$ cat src/scds_pkg.sv
// types, constants and codes of the serial clock divider search
package scds_pkg;

  localparam int unsigned HZ_W      = 27;
  localparam int unsigned PRE_W     = 9;
  localparam int unsigned RATE_W    = 8;
  localparam int unsigned LIM_W     = 25;
  localparam int unsigned ADDR_W    = 4;
  localparam int unsigned DATA_W    = 32;
  localparam int unsigned MUL_A_W   = 25;
  localparam int unsigned MUL_B_W   = 32;
  localparam int unsigned MUL_P_W   = MUL_A_W + MUL_B_W;
  localparam int unsigned PROD_W    = 16;
  localparam int unsigned RATE_P_W  = LIM_W + PROD_W;

  localparam logic [HZ_W-1:0]    INTERNAL_HZ       = HZ_W'(16000000);
  localparam logic [HZ_W-1:0]    SYSCLK_RESET_HZ   = HZ_W'(16000000);
  localparam logic [HZ_W-1:0]    MASTER_CAP_HZ     = HZ_W'(25000000);
  localparam logic [HZ_W-1:0]    SLAVE_CAP_HZ      = HZ_W'(6670000);
  localparam logic [MUL_B_W-1:0] RECIP3            = 32'hAAAAAAAB;
  localparam int unsigned        RECIP3_SHIFT      = 33;
  localparam logic [PRE_W-1:0]   PRE_IDX_NONE      = PRE_W'(254 / 2);
  localparam logic [PRE_W-1:0]   DIV_MAX           = PRE_W'(256);
  localparam logic [PRE_W-1:0]   FAIL_PRESCALER    = PRE_W'(256);

  localparam logic [1:0] REG_SOURCE_SELECT = 2'd0;
  localparam logic [1:0] REG_SYSTEM_CLOCK  = 2'd1;
  localparam logic [1:0] REG_MASTER_MODE   = 2'd2;

  typedef enum logic [2:0] {
    ST_IDLE,
    ST_RECIP,
    ST_CLAMP,
    ST_PROD,
    ST_SCALE,
    ST_TEST,
    ST_DONE
  } state_e;

  typedef struct packed {
    logic            source_select;
    logic [HZ_W-1:0] system_clock_hz;
    logic            master_mode;
  } cfg_t;

  typedef struct packed {
    logic [PRE_W-1:0]  even_prescaler;
    logic [RATE_W-1:0] rate_field;
    logic              no_fit;
  } res_t;

endpackage

$ cat src/scds_in_if.sv
// request channel carrying the target bit rate
interface scds_in_if
  import scds_pkg::*;
();
  logic            valid;
  logic            ready;
  logic [HZ_W-1:0] target_hz;

  modport source (output valid, output target_hz, input ready);
  modport sink (input valid, input target_hz, output ready);
endinterface

$ cat src/scds_out_if.sv
// result channel carrying prescaler, rate field and no-fit flag
interface scds_out_if
  import scds_pkg::*;
();
  logic              valid;
  logic              ready;
  logic [PRE_W-1:0]  even_prescaler;
  logic [RATE_W-1:0] rate_field;
  logic              no_fit;

  modport source (output valid, output even_prescaler, output rate_field, output no_fit,
                  input ready);
  modport sink (input valid, input even_prescaler, input rate_field, input no_fit,
                output ready);
endinterface

$ cat src/serial_clock_divider_search.sv
// top level of the serial clock divider search
//
// req_i carries one word, the requested bit rate target_hz; rsp_o returns one
// word per request: even_prescaler, rate_field (divisor minus one) and no_fit.
// both channels move a word at a clock edge where valid and ready are high.
// source select, system clock and master mode are written over the apb port;
// the user is to write them while no request is in flight, which the block
// itself does not enforce; pready is always high and reads return the register value.
// a request runs from acceptance until its result sits in the output
// register through the setup states RECIP and CLAMP, seven probes over the
// prescaler and eight over the divisor (only the prescaler probes when no
// prescaler fits), each probe stepping through PROD, SCALE and TEST on the
// one shared multiplier. one request is worked on at a time; req_i.ready is
// high only while the sequencer is idle, once its last result has been taken.
// the output register holds a finished word while rsp_o.ready is low, and a
// new request may be accepted meanwhile; its result waits in the sequencer
// until the register frees up.
// reset clears the registers to source internal 16 MHz, system clock
// 16 MHz, master mode, and leaves the block idle with no result pending.
module serial_clock_divider_search
  import scds_pkg::*;
(
  input  logic              clk_i,
  input  logic              rst_ni,
  scds_in_if.sink           req_i,
  scds_out_if.source        rsp_o,
  input  logic              psel,
  input  logic              penable,
  input  logic              pwrite,
  input  logic [ADDR_W-1:0] paddr,
  input  logic [DATA_W-1:0] pwdata,
  output logic [DATA_W-1:0] prdata,
  output logic              pready
);

  cfg_t               cfg;
  res_t               res;
  res_t               out_q;
  logic               out_valid_q;
  logic               res_valid;
  logic               res_take;
  logic               seq_ready;
  logic [MUL_A_W-1:0] mul_a;
  logic [MUL_B_W-1:0] mul_b;
  logic [MUL_P_W-1:0] mul_p;

  scds_cfg u_cfg (
    .clk_i   (clk_i),
    .rst_ni  (rst_ni),
    .psel    (psel),
    .penable (penable),
    .pwrite  (pwrite),
    .paddr   (paddr),
    .pwdata  (pwdata),
    .prdata  (prdata),
    .pready  (pready),
    .cfg_o   (cfg)
  );

  scds_mul u_mul (
    .clk_i (clk_i),
    .a_i   (mul_a),
    .b_i   (mul_b),
    .p_o   (mul_p)
  );

  scds_seq u_seq (
    .clk_i          (clk_i),
    .rst_ni         (rst_ni),
    .cfg_i          (cfg),
    .in_valid_i     (req_i.valid),
    .in_target_hz_i (req_i.target_hz),
    .in_ready_o     (seq_ready),
    .res_valid_o    (res_valid),
    .res_o          (res),
    .res_take_i     (res_take),
    .mul_a_o        (mul_a),
    .mul_b_o        (mul_b),
    .mul_p_i        (mul_p)
  );

  assign req_i.ready = seq_ready;
  assign res_take    = res_valid && (!out_valid_q || rsp_o.ready);

  always_ff @(posedge clk_i or negedge rst_ni) begin
    if (!rst_ni) begin
      out_valid_q <= 1'b0;
    end else if (res_take) begin
      out_valid_q <= 1'b1;
    end else if (rsp_o.ready) begin
      out_valid_q <= 1'b0;
    end
  end

  always_ff @(posedge clk_i) begin
    if (res_take) begin
      out_q <= res;
    end
  end

  assign rsp_o.valid          = out_valid_q;
  assign rsp_o.even_prescaler = out_q.even_prescaler;
  assign rsp_o.rate_field     = out_q.rate_field;
  assign rsp_o.no_fit         = out_q.no_fit;

  a_busy_after_accept: assert property (@(posedge clk_i) disable iff (!rst_ni)
    req_i.valid && req_i.ready |=> !req_i.ready)
    else $error("request accepted while a search is running");

  a_no_fit_word: assert property (@(posedge clk_i) disable iff (!rst_ni)
    rsp_o.valid && rsp_o.no_fit |->
      (rsp_o.even_prescaler == FAIL_PRESCALER) && (rsp_o.rate_field == '0))
    else $error("no-fit word with prescaler or rate field set");

  a_fit_prescaler: assert property (@(posedge clk_i) disable iff (!rst_ni)
    rsp_o.valid && !rsp_o.no_fit |->
      !rsp_o.even_prescaler[0] && (rsp_o.even_prescaler != '0) &&
      (rsp_o.even_prescaler != FAIL_PRESCALER))
    else $error("fitting word with a prescaler out of range");

  a_take_needs_room: assert property (@(posedge clk_i) disable iff (!rst_ni)
    res_take |-> res_valid && (!out_valid_q || rsp_o.ready))
    else $error("result loaded over a word still pending");

endmodule

$ cat src/scds_cfg.sv
// apb register file for source select, system clock and mode
module scds_cfg
  import scds_pkg::*;
(
  input  logic              clk_i,
  input  logic              rst_ni,
  input  logic              psel,
  input  logic              penable,
  input  logic              pwrite,
  input  logic [ADDR_W-1:0] paddr,
  input  logic [DATA_W-1:0] pwdata,
  output logic [DATA_W-1:0] prdata,
  output logic              pready,
  output cfg_t              cfg_o
);

  cfg_t cfg_q;
  logic wr_en;

  assign wr_en  = psel && penable && pwrite;
  assign pready = 1'b1;
  assign cfg_o  = cfg_q;

  always_ff @(posedge clk_i or negedge rst_ni) begin
    if (!rst_ni) begin
      cfg_q.source_select   <= 1'b0;
      cfg_q.system_clock_hz <= SYSCLK_RESET_HZ;
      cfg_q.master_mode     <= 1'b1;
    end else if (wr_en) begin
      unique case (paddr[3:2])
        REG_SOURCE_SELECT: cfg_q.source_select   <= pwdata[0];
        REG_SYSTEM_CLOCK:  cfg_q.system_clock_hz <= pwdata[HZ_W-1:0];
        REG_MASTER_MODE:   cfg_q.master_mode     <= pwdata[0];
        default: ;
      endcase
    end
  end

  always_comb begin
    unique case (paddr[3:2])
      REG_SOURCE_SELECT: prdata = {{(DATA_W-1){1'b0}}, cfg_q.source_select};
      REG_SYSTEM_CLOCK:  prdata = {{(DATA_W-HZ_W){1'b0}}, cfg_q.system_clock_hz};
      REG_MASTER_MODE:   prdata = {{(DATA_W-1){1'b0}}, cfg_q.master_mode};
      default:           prdata = '0;
    endcase
  end

endmodule

$ cat src/scds_mul.sv
// shared registered multiplier used for every product of the search
module scds_mul
  import scds_pkg::*;
(
  input  logic               clk_i,
  input  logic [MUL_A_W-1:0] a_i,
  input  logic [MUL_B_W-1:0] b_i,
  output logic [MUL_P_W-1:0] p_o
);

  logic [MUL_P_W-1:0] p_q;

  always_ff @(posedge clk_i) begin
    p_q <= MUL_P_W'(a_i) * MUL_P_W'(b_i);
  end

  assign p_o = p_q;

endmodule

$ cat src/scds_seq.sv
// sequencer: clamp and binary search over prescaler then divisor
module scds_seq
  import scds_pkg::*;
(
  input  logic               clk_i,
  input  logic               rst_ni,
  input  cfg_t               cfg_i,
  input  logic               in_valid_i,
  input  logic [HZ_W-1:0]    in_target_hz_i,
  output logic               in_ready_o,
  output logic               res_valid_o,
  output res_t               res_o,
  input  logic               res_take_i,
  output logic [MUL_A_W-1:0] mul_a_o,
  output logic [MUL_B_W-1:0] mul_b_o,
  input  logic [MUL_P_W-1:0] mul_p_i
);

  state_e state_q, state_d;

  logic [HZ_W-1:0]  src_q;
  logic [HZ_W-1:0]  target_q;
  logic             master_q;
  logic [LIM_W-1:0] tp1_q;
  logic [PRE_W-1:0] lo_q, hi_q;
  logic [PRE_W-1:0] pre_q;
  logic             phase_q;
  res_t             res_q;

  logic [PRE_W:0]   sum;
  logic [PRE_W-1:0] mid;
  logic [PRE_W-1:0] probe_pre;
  logic [PRE_W-1:0] probe_div;
  logic [HZ_W-1:0]  q12;
  logic [HZ_W-1:0]  lim;
  logic [HZ_W-1:0]  tgt;
  logic             fits;
  logic             accept;
  logic             done_search;

  assign accept      = in_valid_i && in_ready_o;
  assign sum         = {1'b0, lo_q} + {1'b0, hi_q};
  assign mid         = sum[PRE_W:1];
  assign probe_pre   = phase_q ? pre_q : {mid[RATE_W-1:0] + RATE_W'(1), 1'b0};
  assign probe_div   = phase_q ? mid : DIV_MAX;
  assign q12         = HZ_W'(mul_p_i >> RECIP3_SHIFT);
  assign fits        = {{(RATE_P_W-HZ_W){1'b0}}, src_q} < mul_p_i[RATE_P_W-1:0];
  assign done_search = (lo_q == hi_q);

  always_comb begin
    if (master_q) begin
      lim = (src_q >> 1) > MASTER_CAP_HZ ? MASTER_CAP_HZ : (src_q >> 1);
    end else begin
      lim = q12 > SLAVE_CAP_HZ ? SLAVE_CAP_HZ : q12;
    end
    tgt = target_q > lim ? lim : target_q;
  end

  // next state
  always_comb begin
    state_d = state_q;
    unique case (state_q)
      ST_IDLE:  if (accept) state_d = ST_RECIP;
      ST_RECIP: state_d = ST_CLAMP;
      ST_CLAMP: state_d = ST_PROD;
      ST_PROD: begin
        if (!done_search) begin
          state_d = ST_SCALE;
        end else if (phase_q || (lo_q == PRE_IDX_NONE)) begin
          state_d = ST_DONE;
        end
      end
      ST_SCALE: state_d = ST_TEST;
      ST_TEST:  state_d = ST_PROD;
      ST_DONE:  if (res_take_i) state_d = ST_IDLE;
      default:  state_d = ST_IDLE;
    endcase
  end

  // outputs
  always_comb begin
    in_ready_o  = 1'b0;
    res_valid_o = 1'b0;
    mul_a_o     = '0;
    mul_b_o     = '0;
    unique case (state_q)
      ST_IDLE:  in_ready_o = 1'b1;
      ST_RECIP: begin
        mul_a_o = src_q[HZ_W-1:2];
        mul_b_o = RECIP3;
      end
      ST_PROD: begin
        mul_a_o = MUL_A_W'(probe_pre);
        mul_b_o = MUL_B_W'(probe_div);
      end
      ST_SCALE: begin
        mul_a_o = tp1_q;
        mul_b_o = MUL_B_W'(mul_p_i[PROD_W-1:0]);
      end
      ST_DONE:  res_valid_o = 1'b1;
      default: ;
    endcase
  end

  always_ff @(posedge clk_i or negedge rst_ni) begin
    if (!rst_ni) begin
      state_q <= ST_IDLE;
    end else begin
      state_q <= state_d;
    end
  end

  always_ff @(posedge clk_i) begin
    case (state_q)
      ST_IDLE: begin
        if (accept) begin
          src_q    <= cfg_i.source_select ? cfg_i.system_clock_hz : INTERNAL_HZ;
          master_q <= cfg_i.master_mode;
          target_q <= in_target_hz_i;
        end
      end
      ST_CLAMP: begin
        tp1_q   <= tgt[LIM_W-1:0] + LIM_W'(1);
        lo_q    <= '0;
        hi_q    <= PRE_IDX_NONE;
        phase_q <= 1'b0;
      end
      ST_PROD: begin
        if (done_search) begin
          if (phase_q) begin
            res_q.even_prescaler <= pre_q;
            res_q.rate_field     <= RATE_W'(lo_q - PRE_W'(1));
            res_q.no_fit         <= 1'b0;
          end else if (lo_q == PRE_IDX_NONE) begin
            res_q.even_prescaler <= FAIL_PRESCALER;
            res_q.rate_field     <= '0;
            res_q.no_fit         <= 1'b1;
          end else begin
            pre_q   <= {lo_q[RATE_W-1:0] + RATE_W'(1), 1'b0};
            lo_q    <= PRE_W'(1);
            hi_q    <= DIV_MAX;
            phase_q <= 1'b1;
          end
        end
      end
      ST_TEST: begin
        if (fits) begin
          hi_q <= mid;
        end else begin
          lo_q <= mid + PRE_W'(1);
        end
      end
      default: ;
    endcase
  end

  assign res_o = res_q;

endmodule

$ cat src/flat_wrapper.sv
// flat-port wrapper written by rule: the top's interface ports become plain ports
module serial_clock_divider_search_flat import scds_pkg::*;
  (clk_i, rst_ni, psel, penable, pwrite, paddr, pwdata, prdata, pready, req_i_valid, req_i_target_hz, req_i_ready, rsp_o_valid, rsp_o_even_prescaler, rsp_o_rate_field, rsp_o_no_fit, rsp_o_ready);
  scds_in_if req_i_i ();
  scds_out_if rsp_o_i ();
  input  logic clk_i;
  input  logic rst_ni;
  input  logic psel;
  input  logic penable;
  input  logic pwrite;
  input  logic [ADDR_W-1:0] paddr;
  input  logic [DATA_W-1:0] pwdata;
  output logic [DATA_W-1:0] prdata;
  output logic pready;
  input wire logic [$bits(req_i_i.valid)-1:0] req_i_valid;
  input wire logic [$bits(req_i_i.target_hz)-1:0] req_i_target_hz;
  output wire logic [$bits(req_i_i.ready)-1:0] req_i_ready;
  output wire logic [$bits(rsp_o_i.valid)-1:0] rsp_o_valid;
  output wire logic [$bits(rsp_o_i.even_prescaler)-1:0] rsp_o_even_prescaler;
  output wire logic [$bits(rsp_o_i.rate_field)-1:0] rsp_o_rate_field;
  output wire logic [$bits(rsp_o_i.no_fit)-1:0] rsp_o_no_fit;
  input wire logic [$bits(rsp_o_i.ready)-1:0] rsp_o_ready;
  assign req_i_i.valid = req_i_valid;
  assign req_i_i.target_hz = req_i_target_hz;
  assign req_i_ready = req_i_i.ready;
  assign rsp_o_valid = rsp_o_i.valid;
  assign rsp_o_even_prescaler = rsp_o_i.even_prescaler;
  assign rsp_o_rate_field = rsp_o_i.rate_field;
  assign rsp_o_no_fit = rsp_o_i.no_fit;
  assign rsp_o_i.ready = rsp_o_ready;
  serial_clock_divider_search u_core (.clk_i(clk_i), .rst_ni(rst_ni), .req_i(req_i_i), .rsp_o(rsp_o_i), .psel(psel), .penable(penable), .pwrite(pwrite), .paddr(paddr), .pwdata(pwdata), .prdata(prdata), .pready(pready));
endmodule
$ cat config.mk
export PLATFORM = sky130hd
export DESIGN_NAME = serial_clock_divider_search_flat
export DESIGN_NICKNAME = d
export VERILOG_FILES = /design/src/scds_pkg.sv /design/src/scds_in_if.sv /design/src/scds_out_if.sv /design/src/serial_clock_divider_search.sv /design/src/scds_cfg.sv /design/src/scds_mul.sv /design/src/scds_seq.sv /design/src/flat_wrapper.sv
export SDC_FILE = /design/constraint.sdc
export NUM_CORES = 2
export LEC_CHECK = 0
export ABC_CLOCK_PERIOD_IN_PS = 22900
export BUFFER_PORTS_ARGS = -buffer_cell sky130_fd_sc_hd__buf_2
export CORE_MARGIN = 5
export CORE_UTILIZATION = 45
export DETAILED_ROUTE_END_ITERATION = 8
export GPL_ROUTABILITY_DRIVEN = 0
export MAX_ROUTING_LAYER = met4
export PLACE_DENSITY = 0.65
export SLEW_MARGIN = 20
export SYNTH_ARGS = -nofsm -noshare
export SYNTH_HDL_FRONTEND = slang
export SYNTH_SLANG_ARGS = --single-unit
$ cat constraint.sdc
create_clock -name clk_i -period 22.9 [get_ports clk_i]
set_input_delay 2.29 -clock clk_i [delete_from_list [all_inputs] [get_ports clk_i]]
set_output_delay 2.29 -clock clk_i [all_outputs]
set_load 0.05 [all_outputs]
==> out/qor.json <==
{
  "yosys": {
    "yosys.area.top_type": "fa_1",
    "postSynth.topFlopCell": "edfxtp_1",
    "synthTopCellsByCount": "628 x inv_1, 466 x fa_1, 374 x nand2_1",
    "synth_warnings": 0,
    "syn_avg_cell_area_um2": 9.527,
    "synth-seq-cells": 231,
    "synth.cell_area_um2": 30130,
    "post-synth-top-area-fraction_pct": 30.96,
    "synth_most_common_cell": "inv_1",
    "share_of_synthesized_flip_flops_with_an_asynchronous_set_or_reset_pct": 14.29,
    "number_of_flops_mapped_to_enable_cells_by_yosys": 141,
    "post_synthesis_sequential_area_ratio_pct": 20.61,
    "post_synth_num_cell_types": 92,
    "postSynthCellCount": 3163,
    "synth.top_cells.by_area": "fa_1 31%, edfxtp_1 14%, ha_1 12%"
  },
  "worst_setup_path": {
    "worst_path_arrival_time_ps": 11630,
    "rr_startpoint": "u_core.u_seq.lo_q[0]$_DFFE_PP_",
    "critPathCapture": "u_core.u_mul.p_o[56]$_DFF_P_",
    "end_kind": "flop",
    "reg2reg_depth": 38,
    "cpMaxStageDelayCell": "a221o_1",
    "worstPathMaxFanout": 16,
    "r2r_setup_slack_ps": 11680,
    "start_kind": "flop",
    "worst_setup_path_startpoint": "u_core.u_seq.lo_q[0]$_DFFE_PP_",
    "slowest_delay_ps": 770,
    "critical_path.reg2reg.endpoint": "u_core.u_mul.p_o[56]$_DFF_P_",
    "worst-setup-path-type": "flop to flop",
    "worst_ep_required_time_ps": 23310
  },
  "floorplan": {
    "top_level_ports": 123,
    "die_h_um": 268.8,
    "core_region_area_um2": 66100,
    "floorplan.die.width_um": 268.8,
    "number_of_rows_in_the_core_area": 94,
    "start_util_pct": 45.59,
    "design.die.area_um2": 72240
  },
  "clock_tree": {
    "cts_inserted_buffers": 24,
    "clock_latency_ps": 530,
    "post_cts_resized": 0,
    "tritoncts_clock_tree": "yes",
    "holdBufCountCts": 0,
    "path_clk_slew_ps": 60,
    "cts_root_buffer": "clkbuf_16",
    "cts_max_path_buffers": 3,
    "cts-htree-levels": 1,
    "post-cts-setup-buffer-count": 0,
    "cts.sink_count": 231
  },
  "detailed_routing": {
    "routedWlPerCell_um": 20.29,
    "detailedRoute.firstPassIterationCount": 5,
    "top_layer_used": "met4",
    "antenna_left": 0,
    "final_wl_um": 83450,
    "met2WireLength_um": 37810,
    "drt_drc_violations_left": 0,
    "detailroute.wirelength.met3_um": 6967,
    "dr_total_vias": 22308,
    "avgViaCountPerCell": 5.425,
    "route.layer.met1.wl_um": 34670,
    "drt_iter0_drc": 1653
  },
  "placement": {
    "hpwlAfterDp_um": 67900,
    "port_buffers": 108
  },
  "global_routing": {
    "maximum_number_of_pins_on_one_net_before_global_route_repair": 68,
    "grt_pass1_wl_um": 131400,
    "groute.usage.overall_pct": 24.22,
    "initial_antenna_violation_count": 0,
    "vias_in_the_first_global_route": 23081,
    "grt-ovfl-total": 0
  },
  "cells_and_area": {
    "number_of_diodes": 0,
    "syn2layout_area_growth_pct": 7.470,
    "finish.net_count": 4055,
    "final_layout_size_suffix_gt1_share_pct": 7.882
  },
  "sta": {
    "fin_worst_skew_ps": 11.55,
    "final.hold.worst_slack_ps": 418.4,
    "fmaxAchievable_mhz": 89.10,
    "setup_violations": 0,
    "rsz0062_at_grt": "no",
    "final_hold_viol_count": 0,
    "post_route_setup_tns_ps": 0,
    "post-route-period-util_pct": 49.01,
    "post_layout_min_period_ps": 11220,
    "maxSlewViolCount": 0,
    "slew_headroom_pct": 24.23,
    "tightest_slew_ps": 1136
  },
  "flow_run": {
    "drv_cap": 0
  },
  "hold_path": {
    "worstHoldPathType": "flop to flop"
  },
  "outcome": {
    "run_status": "complete, no violations"
  }
}
per-stage QoR:
step                worst slack [ps]  utilization [%]  cell area [µm²]  cells
floorplan                      13600                -            30160   3169
global placement               11870            47.83            31620   4068
detailed placement             11890            47.84            31620   4068
CTS                            11830            48.99            32380   4112
global route                   11090            48.99            32380   4112
finish                         11680            48.99            32380   4112
placed cells by master (no fill, tap or decap), types with 10 or more instances in the layout:
master	instances
a21o_1	66
a21oi_1	127
a221o_1	10
a31oi_1	11
and2_1	97
and3_1	14
buf_2	108
buf_4	37
clkbuf_16	25
dfrtp_1	25
dfxtp_1	57
edfxtp_1	141
fa_1	466
ha_1	289
inv_1	628
mux2_2	29
mux2i_1	11
nand2_1	374
nand2b_1	22
nand3_1	32
nand4_1	21
nor2_1	215
nor2b_1	17
nor3_1	35
nor4_1	13
o211ai_1	11
o21a_1	12
o21ai_0	68
o21bai_1	19
xnor2_1	69
xor2_1	33
routing by layer:
metal,GRT usage (%),up-vias
li1,-,10154
met4,8.773,0
met2,37.43,911
met3,4.754,199
met1,32.09,11044
met5,-,-
cell type report:
type	instances	area, µm²
flip-flops and latches	231	6211
clock inverters	10	72.57
fillers	6143	33710
well taps	864	1081
clock buffers	34	689.4
inverters	631	2369
multi-input cells	2197	21140
repair buffers	145	818.3
worst min-delay path by stage:
stage                                               from  depth (start not counted)                                  endpoint  slack, ps
global route        u_core.u_seq.res_o[10]$_SDFFCE_PN0P_                          0  u_core.rsp_o.even_prescaler[1]$_DFFE_PP_        440
CTS                 u_core.u_seq.res_o[15]$_SDFFCE_PN0P_                          0  u_core.rsp_o.even_prescaler[6]$_DFFE_PP_        420
floorplan           u_core.u_seq.res_o[10]$_SDFFCE_PN0P_                          0  u_core.rsp_o.even_prescaler[1]$_DFFE_PP_        400
detailed placement  u_core.u_seq.res_o[10]$_SDFFCE_PN0P_                          0  u_core.rsp_o.even_prescaler[1]$_DFFE_PP_        400
finish              u_core.u_seq.res_o[15]$_SDFFCE_PN0P_                          0  u_core.rsp_o.even_prescaler[6]$_DFFE_PP_        420
global placement     u_core.u_seq.res_o[6]$_SDFFCE_PN0P_                          0      u_core.rsp_o.rate_field[5]$_DFFE_PP_        400
state kept, by name, indices dropped and copies added, names as in the netlist, 3 cells and up:
name,cells
u_core.rsp_o.even_prescaler,8
u_core.u_seq.state_q,3
u_core.u_seq.res_o,17
u_core.rsp_o.rate_field,8
u_core.u_seq.hi_q,9
u_core.u_seq.pre_q,8
u_core.u_mul.p_o,57
u_core.u_seq.target_q,27
u_core.u_cfg.cfg_o,29
u_core.u_seq.lo_q,9
u_core.u_seq.src_q,27
u_core.u_seq.tp1_q,25
worst max-delay path: cells and delay by family (launching register included):
family / cells / cell delay [ps]
AND/OR/NAND/NOR: 3 / 510
adder cells (fa/ha/maj): 10 / 4650
XOR/XNOR: 1 / 180
flip-flops: 1 / 510
buffers and inverters: 8 / 450
AO/OA/AOI/OAI: 16 / 4770
cell families (layout without fill, tap and decap cells):
kind of cell,count (synthesis),count (layout),synth area share [%]
fa+ha+maj,755,755,42.96
compound gates,402,402,8.782
simple gates,890,890,13.75
flops,231,231,20.61
xor+xnor,102,102,2.965
buf+inv,741,820,9.459
other cells,2,8,0.02492
mux,40,40,1.449
Power is left out: the tool's default activity adds up to more than one toggle a clock period on the data nets, which glitch-free logic cannot reach.
